[config.mk]
export PLATFORM = sky130hd
export DESIGN_NAME = debounced_low_power_gate
export DESIGN_NICKNAME = d
export VERILOG_FILES = /design/src/sv/dlpg_pkg.sv /design/src/sv/debounced_low_power_gate.sv
export SDC_FILE = /design/constraint.sdc
export NUM_CORES = 1
export LEC_CHECK = 0
export ABC_AREA = 1
export BUFFER_PORTS_ARGS = -buffer_cell sky130_fd_sc_hd__buf_4
export CAP_MARGIN = 20
export CORE_UTILIZATION = 50
export CTS_BUF_LIST = sky130_fd_sc_hd__clkbuf_2
export CTS_CLUSTER_DIAMETER = 50
export CTS_CLUSTER_SIZE = 8
export DETAILED_ROUTE_END_ITERATION = 7
export GPL_TIMING_DRIVEN = 1
export PLACE_DENSITY = 0.72
export SLEW_MARGIN = 20
export SYNTH_ARGS = -nofsm -noshare
export SYNTH_HDL_FRONTEND = slang
export SYNTH_SLANG_ARGS = --single-unit
[constraint.sdc]
create_clock -name clk -period 7.1 [get_ports clk]
set_input_delay 0.355 -clock clk [delete_from_list [all_inputs] [get_ports clk]]
set_output_delay 0.355 -clock clk [all_outputs]
set_load 0.01 [all_outputs]
[src/sv/dlpg_pkg.sv]
// Package for the debounced low-power gate: item layouts, codes and register indexes.
// No dependencies; used by the top level and by its checker.
package dlpg_pkg;

	localparam int IN_TDATA_W  = 24;
	localparam int OUT_TDATA_W = 48;
	localparam int REP_W       = 16;
	localparam int CFG_W       = 16;
	localparam int CFG_IDX_W   = 2;

	localparam logic [CFG_IDX_W-1:0] REG_ENTRY_THR = 2'd0;
	localparam logic [CFG_IDX_W-1:0] REG_EXIT_THR  = 2'd1;
	localparam logic [CFG_IDX_W-1:0] REG_ENTRY_DEB = 2'd2;
	localparam logic [CFG_IDX_W-1:0] REG_EXIT_DEB  = 2'd3;

	typedef enum logic [1:0] {
		TR_STAY_AWAKE = 2'd0,
		TR_ENTER      = 2'd1,
		TR_EXIT       = 2'd2,
		TR_STAY_LOW   = 2'd3
	} trans_t;

	typedef enum logic [2:0] {
		RSN_ENTRY_RESET     = 3'd0,
		RSN_ENTRY_PENDING   = 3'd1,
		RSN_ENTRY_SUSTAINED = 3'd2,
		RSN_WAKE            = 3'd3,
		RSN_EXIT_SUSTAINED  = 3'd4,
		RSN_EXIT_PENDING    = 3'd5,
		RSN_INHIBITED       = 3'd6
	} reason_t;

	// lowest bit last
	typedef struct packed {
		logic               transition_busy;
		logic               session_active;
		logic               wake_action;
		logic signed [15:0] activity_delta;
	} in_item_t;

	typedef struct packed {
		logic              suppress_failure;
		logic              inhibited;
		logic              resume_active;
		logic [REP_W-1:0]  exit_count;
		logic [REP_W-1:0]  entry_count;
		reason_t           reason;
		trans_t            transition_code;
		logic              mode_changed;
		logic              in_low_power;
	} out_item_t;

	localparam int IN_ITEM_W  = $bits(in_item_t);
	localparam int OUT_ITEM_W = $bits(out_item_t);

endpackage

[src/sv/debounced_low_power_gate.sv]
// Debounced low-power gate with hysteresis: top level.
// Depends on dlpg_pkg for item layouts and codes.
//
// Channel   Dir  Signals                       Contents (lowest bit first)
// s_*       in   s_tvalid s_tready s_tdata     activity_delta[15:0], wake_action,
//                                               session_active, transition_busy
// m_*       out  m_tvalid m_tready m_tdata     in_low_power, mode_changed, transition_code,
//                                               reason, entry_count, exit_count,
//                                               resume_active, inhibited, suppress_failure
// cfg_*     in   cfg_we cfg_index cfg_data     register write, no read-back
//
// One sample per cycle sustained while the output is not stalled; a taken sample enters the input register.
// The input register feeds the decision logic, which updates the gate state and the
// result register in the same cycle. A stalled output holds the result; the input
// register takes one more sample while the result register is full, then s_tready drops
// until the result leaves. arst_n clears the gate state, the config registers and both valid flags.
module debounced_low_power_gate
	import dlpg_pkg::*;
#(
	parameter int COUNT_WIDTH = 16
) (
	input  logic                   clk,
	input  logic                   arst_n,
	input  logic                   s_tvalid,
	output logic                   s_tready,
	input  logic [IN_TDATA_W-1:0]  s_tdata,   // activity_delta, wake_action, session_active, transition_busy
	output logic                   m_tvalid,
	input  logic                   m_tready,
	output logic [OUT_TDATA_W-1:0] m_tdata,   // in_low_power, mode_changed, transition_code, reason,
	                                          // entry_count, exit_count, resume_active, inhibited,
	                                          // suppress_failure
	input  logic                   cfg_we,
	input  logic [CFG_IDX_W-1:0]   cfg_index,
	input  logic [CFG_W-1:0]       cfg_data
);

	localparam int CMP_W = (COUNT_WIDTH > REP_W) ? COUNT_WIDTH : REP_W;
	localparam logic [COUNT_WIDTH-1:0] CNT_MAX = {COUNT_WIDTH{1'b1}};
	localparam logic [CMP_W-1:0] REP_MAX = CMP_W'({REP_W{1'b1}});

	logic signed [15:0]     entry_thr_q;
	logic signed [15:0]     exit_thr_q;
	logic [15:0]            entry_deb_q;
	logic [15:0]            exit_deb_q;

	logic                   low_mode_q;
	logic                   latched_resume_q;
	logic [COUNT_WIDTH-1:0] entry_cnt_q;
	logic [COUNT_WIDTH-1:0] exit_cnt_q;

	in_item_t               item_s1;
	logic                   valid_s1;
	out_item_t              res_s2;
	logic                   valid_s2;

	logic                   advance;
	logic                   low_mode_d;
	logic                   latched_resume_d;
	logic [COUNT_WIDTH-1:0] entry_cnt_d;
	logic [COUNT_WIDTH-1:0] exit_cnt_d;
	out_item_t              res_d;

	function automatic logic [REP_W-1:0] report(input logic [COUNT_WIDTH-1:0] c);
		logic [CMP_W-1:0] ce;
		ce = CMP_W'(c);
		return (ce > REP_MAX) ? {REP_W{1'b1}} : ce[REP_W-1:0];
	endfunction

	function automatic logic [COUNT_WIDTH-1:0] bump(input logic [COUNT_WIDTH-1:0] c);
		return (c == CNT_MAX) ? CNT_MAX : c + 1'b1;
	endfunction

	function automatic logic reached(input logic [COUNT_WIDTH-1:0] c, input logic [15:0] d);
		return CMP_W'(c) >= CMP_W'(d);
	endfunction

	assign advance  = !valid_s2 || m_tready;
	assign s_tready = !valid_s1 || advance;
	assign m_tvalid = valid_s2;
	assign m_tdata  = OUT_TDATA_W'(res_s2);

	always_ff @(posedge clk or negedge arst_n) begin
		if (!arst_n) begin
			entry_thr_q <= '0;
			exit_thr_q  <= '0;
			entry_deb_q <= '0;
			exit_deb_q  <= '0;
		end else if (cfg_we) begin
			case (cfg_index)
				REG_ENTRY_THR: entry_thr_q <= cfg_data;
				REG_EXIT_THR:  exit_thr_q  <= cfg_data;
				REG_ENTRY_DEB: entry_deb_q <= cfg_data;
				REG_EXIT_DEB:  exit_deb_q  <= cfg_data;
				default: ;
			endcase
		end
	end

	always_comb begin
		logic [COUNT_WIDTH-1:0] cnt;
		low_mode_d       = low_mode_q;
		latched_resume_d = latched_resume_q;
		entry_cnt_d      = entry_cnt_q;
		exit_cnt_d       = exit_cnt_q;
		cnt              = '0;
		res_d            = '0;
		res_d.resume_active = item_s1.session_active;

		if (item_s1.transition_busy) begin
			low_mode_d       = 1'b0;
			latched_resume_d = 1'b0;
			entry_cnt_d      = '0;
			exit_cnt_d       = '0;
			res_d.mode_changed     = low_mode_q;
			res_d.transition_code  = low_mode_q ? TR_EXIT : TR_STAY_AWAKE;
			res_d.reason           = RSN_INHIBITED;
			res_d.inhibited        = 1'b1;
			res_d.suppress_failure = 1'b1;
		end else if (!low_mode_q) begin
			exit_cnt_d = '0;
			cnt = (item_s1.activity_delta < entry_thr_q) ? bump(entry_cnt_q) : '0;
			entry_cnt_d = cnt;
			if (reached(cnt, entry_deb_q)) begin
				low_mode_d       = 1'b1;
				latched_resume_d = item_s1.session_active;
				res_d.in_low_power     = 1'b1;
				res_d.mode_changed     = 1'b1;
				res_d.transition_code  = TR_ENTER;
				res_d.reason           = RSN_ENTRY_SUSTAINED;
				res_d.suppress_failure = 1'b1;
			end else begin
				res_d.transition_code = TR_STAY_AWAKE;
				res_d.reason = (cnt == '0) ? RSN_ENTRY_RESET : RSN_ENTRY_PENDING;
			end
			res_d.entry_count = report(cnt);
		end else begin
			entry_cnt_d = '0;
			if (item_s1.wake_action) begin
				low_mode_d = 1'b0;
				exit_cnt_d = '0;
				res_d.mode_changed     = 1'b1;
				res_d.transition_code  = TR_EXIT;
				res_d.reason           = RSN_WAKE;
				res_d.suppress_failure = 1'b1;
			end else begin
				cnt = (item_s1.activity_delta > exit_thr_q) ? bump(exit_cnt_q) : '0;
				if (reached(cnt, exit_deb_q)) begin
					low_mode_d = 1'b0;
					exit_cnt_d = '0;
					res_d.mode_changed     = 1'b1;
					res_d.transition_code  = TR_EXIT;
					res_d.reason           = RSN_EXIT_SUSTAINED;
					res_d.suppress_failure = 1'b1;
				end else begin
					exit_cnt_d = cnt;
					res_d.in_low_power     = 1'b1;
					res_d.transition_code  = TR_STAY_LOW;
					res_d.reason           = RSN_EXIT_PENDING;
					res_d.exit_count       = report(cnt);
					res_d.resume_active    = latched_resume_q;
					res_d.suppress_failure = 1'b1;
				end
			end
		end
	end

	always_ff @(posedge clk or negedge arst_n) begin
		if (!arst_n) begin
			valid_s1         <= 1'b0;
			valid_s2         <= 1'b0;
			low_mode_q       <= 1'b0;
			latched_resume_q <= 1'b0;
			entry_cnt_q      <= '0;
			exit_cnt_q       <= '0;
		end else begin
			if (s_tready) begin
				valid_s1 <= s_tvalid;
			end
			if (advance) begin
				valid_s2 <= valid_s1;
			end
			if (advance && valid_s1) begin
				low_mode_q       <= low_mode_d;
				latched_resume_q <= latched_resume_d;
				entry_cnt_q      <= entry_cnt_d;
				exit_cnt_q       <= exit_cnt_d;
			end
		end
	end

	always_ff @(posedge clk) begin
		if (s_tready && s_tvalid) begin
			item_s1 <= in_item_t'(s_tdata[IN_ITEM_W-1:0]);
		end
		if (advance && valid_s1) begin
			res_s2 <= res_d;
		end
	end

endmodule

==> impl_metrics.py <==
metrics = {
    "final_layout": {
        "final_util_pct": 60.47,
        "synthToLayoutAreaGrowth_pct": 17.00,
        "drive_gt1_share_pct": 15.48,
        "seq_area_um2": 4304,
        "layout_common_cells": "nand2_1, inv_1, o21ai_0, dfrtp_1, buf_4",
        "layout_commonest_cell": "nand2_1",
        "fill_cells": 1484,
        "multiInputGateArea_um2": 3476,
        "fin_nets": 1209,
    },
    "placed_design": {
        "gp_congestion": 0.8482,
        "hpwl_um": 12570,
        "io_buffers": 85,
    },
    "timing": {
        "slew_headroom_pct": 31.69,
        "rsz0062_at_grt": "false",
        "tightest_slew_ps": 1022,
        "fin_crit_ps": 4060,
        "hold_viol": 0,
        "finalClockSkew_ps": 45.79,
        "fmax_mhz": 246.3,
        "setup_viol": 0,
        "fin_tns_setup_ps": 0,
        "fin_crit_sh_pct": 57.18,
        "slew_violations": 0,
    },
    "power_and_ir_drop": {
        "p_comb_share_pct": 21.7,
        "swShare_pct": 31.59,
        "internal_power_uw": 1456,
        "p_per_area_nw_per_um2": 210.8,
        "p_seq_share_pct": 52.7,
        "vdd_drop_max_mv": 0.1998,
        "power_switching_uw": 672.4,
        "p_clk_share_pct": 25.6,
        "leakagePower_uw": 0.005171,
    },
    "yosys": {
        "synth-edff-count": 60,
        "yosysSeqAreaShare_pct": 49.86,
        "ys_async_sr_fraction_pct": 62.50,
        "ys_seq_elements": 160,
        "synthCells": 979,
        "yosys.area.top_type": "dfrtp_1",
        "avgSynthCellArea_um2": 8.817,
        "synth_top_cell_area_share_pct": 28.99,
        "synth_area_um2": 8632,
        "yosys_warnings": 0,
        "yosysUniqueCellTypes": 44,
        "yosys_most_used_dff": "dfrtp_1",
        "synthTopCellsByArea": "dfrtp_1, edfxtp_1, ha_1",
    },
    "worst_setup_path": {
        "cp_max_fo": 18,
        "r2r_start": "item_s1[15]$_DFFE_PP_",
        "cpMostUsedCell": "nand2_1",
        "path_delay_family": "simple AND/OR/NAND/NOR gates",
        "endpoint_kind": "register",
        "cpMaxStageDelayCell": "o221a_2",
        "startpoint_type": "register",
        "cp.buffers_inverters": 2,
        "crit_arrival_ps": 4580,
        "slowest_delay_ps": 550,
        "cp_data_required_time_ps": 7620,
        "regToRegSetupSlack_ps": 3040,
        "worst-setup-path-type": "reg -> reg",
        "crit_chain": "ha_1, nand2_1, nor3_1, nand2_1, nand2_1, nand2_1, and2_1, nand2_2, inv_1, o21ai_0, clkinv_1, ha_1, a21oi_1, nor2_1, a211oi_1, o221a_2, nand3_2, nand2_1, o21ai_0",
        "crit_start": "item_s1[15]$_DFFE_PP_",
    },
    "die": {
        "boundaryPins": 97,
        "die_h_um": 133.4,
        "num_rows": 47,
        "die_w_um": 133.4,
        "dieArea_um2": 17790,
        "start_util_pct": 51.69,
        "core_area_um2": 16700,
    },
    "global_route": {
        "overflow": 0,
        "antenna_found_initial": 1,
        "grt_pass1_vias": 6232,
        "grt_usage_pct": 21.18,
        "grt_pass1_wl_um": 29590,
        "grt_max_degree": 55,
    },
    "clock_tree": {
        "post_cts_buffers": 0,
        "numCtsBuffers": 17,
        "clkLatencyLatePin_ps": 760,
        "clk_pin_slew_ps": 240,
        "clk_path_buf_depth": 2,
        "ctsResizeCount": 0,
        "h-tree-depth": 4,
        "cts_num_sinks": 160,
        "cts-root-buf": "clkbuf_2",
        "ctsHoldBuffers": 40,
        "cts_tree": "done",
    },
    "route": {
        "dr.pass1.iters": 5,
        "avgRoutedWirePerCell_um": 13.23,
        "via_count": 6588,
        "drc": 0,
        "drtIter0Drc": 509,
        "routed_wl_um": 17630,
        "vias_per_cell": 4.946,
        "ant_nets": 0,
    },
    "hold_path": {
        "hold_class": "in -> async",
    },
    "job": {
        "drv_cap": 0,
    },
    "run_status": {
        "status": "completed",
    },
}
==> final cells by class <==
class                   count  area share [%]
multi-input cells         602           34.42
well taps                 220           2.725
inverters                 188           6.999
diodes                      1         0.02478
clock buffers              17          0.8424
repair buffers            129           10.58
flip-flops and latches    160           42.62
clock inverters            15           1.796
==> metrics by stage <==
stage / total power, uW / worst slack [ps] / instance area [um2] / hold WS [ps] / cells
finish: 2129 / 3040 / 10100 / 127.7 / 1332
floorplan: 1430 / 3612 / 8651 / 59.41 / 984
global placement: 1571 / 3038 / 9425 / 421.1 / 1259
detailed placement: 1587 / 3000 / 9425 / 423.6 / 1259
global route: 2263 / 2597 / 10100 / 154.0 / 1332
CTS: 2149 / 2975 / 10090 / 108.0 / 1331
==> metal layers <==
metal / vias up / share of wire, % / GRT usage [%]
li1: 3389 / - / -
met1: 3039 / 48 / 29.06
met2: 140 / 47 / 34.03
met3: 20 / 4.1 / 4.300
met4: 0 / 1.3 / 6.124
met5: - / 0 / 0
==> cells by family after synthesis <==
kind of cell / share of synthesized area, %
AOI/OAI and AO/OA: 10.58
xor gates and xnor gates: 1.218
adders and majority gates: 9.277
buffers and inverters: 10.15
DFF: 49.86
other: 0.04344
and+or+nand+nor: 18.87
==> synth_stat cells, types with 2 or more instances <==
cell type	instances
xor2_1	9
a21oi_1	29
nor3_1	12
buf_2	2
clkbuf_1	21
nor2_4	4
o21ai_2	4
o21ai_1	19
nand3b_1	2
nand4_2	10
nand2_2	9
nand2_4	2
nand2_1	213
nand4_1	15
a31oi_1	2
nor2_1	44
nand3_1	22
ha_1	64
o21ai_0	109
a211oi_1	4
clkinv_1	8
nor2_2	6
inv_2	6
nor3_4	3
xnor2_1	3
nand3_2	2
buf_4	8
inv_1	173
dfrtp_1	100
edfxtp_1	60
==> worst paths after layout <==
| path | end | cells after the start |
|---|---|---|
| max | m_tdata[39]$_DFFE_PP_ | 19 |
| min | exit_cnt_q[3]$_DFFE_PN0P_ | 2 |
| max reg2reg | m_tdata[39]$_DFFE_PP_ | 19 |
| min reg2reg | entry_deb_q[10]$_DFFE_PN0P_ | 2 |
| max in group asynchronous | exit_deb_q[0]$_DFFE_PN0P_ | 3 |
| min in group clk | entry_thr_q[14]$_DFFE_PN0P_ | 3 |
==> flip-flops by register name (all words and copies together), names as in the netlist <==
| name | count |
|---|---|
| entry_cnt_q | 16 |
| entry_deb_q | 16 |
| entry_thr_q | 16 |
| exit_cnt_q | 16 |
| exit_deb_q | 16 |
| exit_thr_q | 16 |
| item_s1 | 19 |
| latched_resume_q | 1 |
| low_mode_q | 1 |
| m_tdata | 41 |
| m_tvalid | 1 |
| valid_s1 | 1 |
==> power by group through the flow <==
stage	Sequential, uW	Combinational [uW]	Clock, uW
2_1_floorplan	1140	285	0
3_3_place_gp	1140	432	0
3_5_place_dp	1140	446	0
4_1_cts	1120	466	561
5_1_grt	1130	537	592
6_report	1120	461	545
Power figures use the tool's default switching activity.
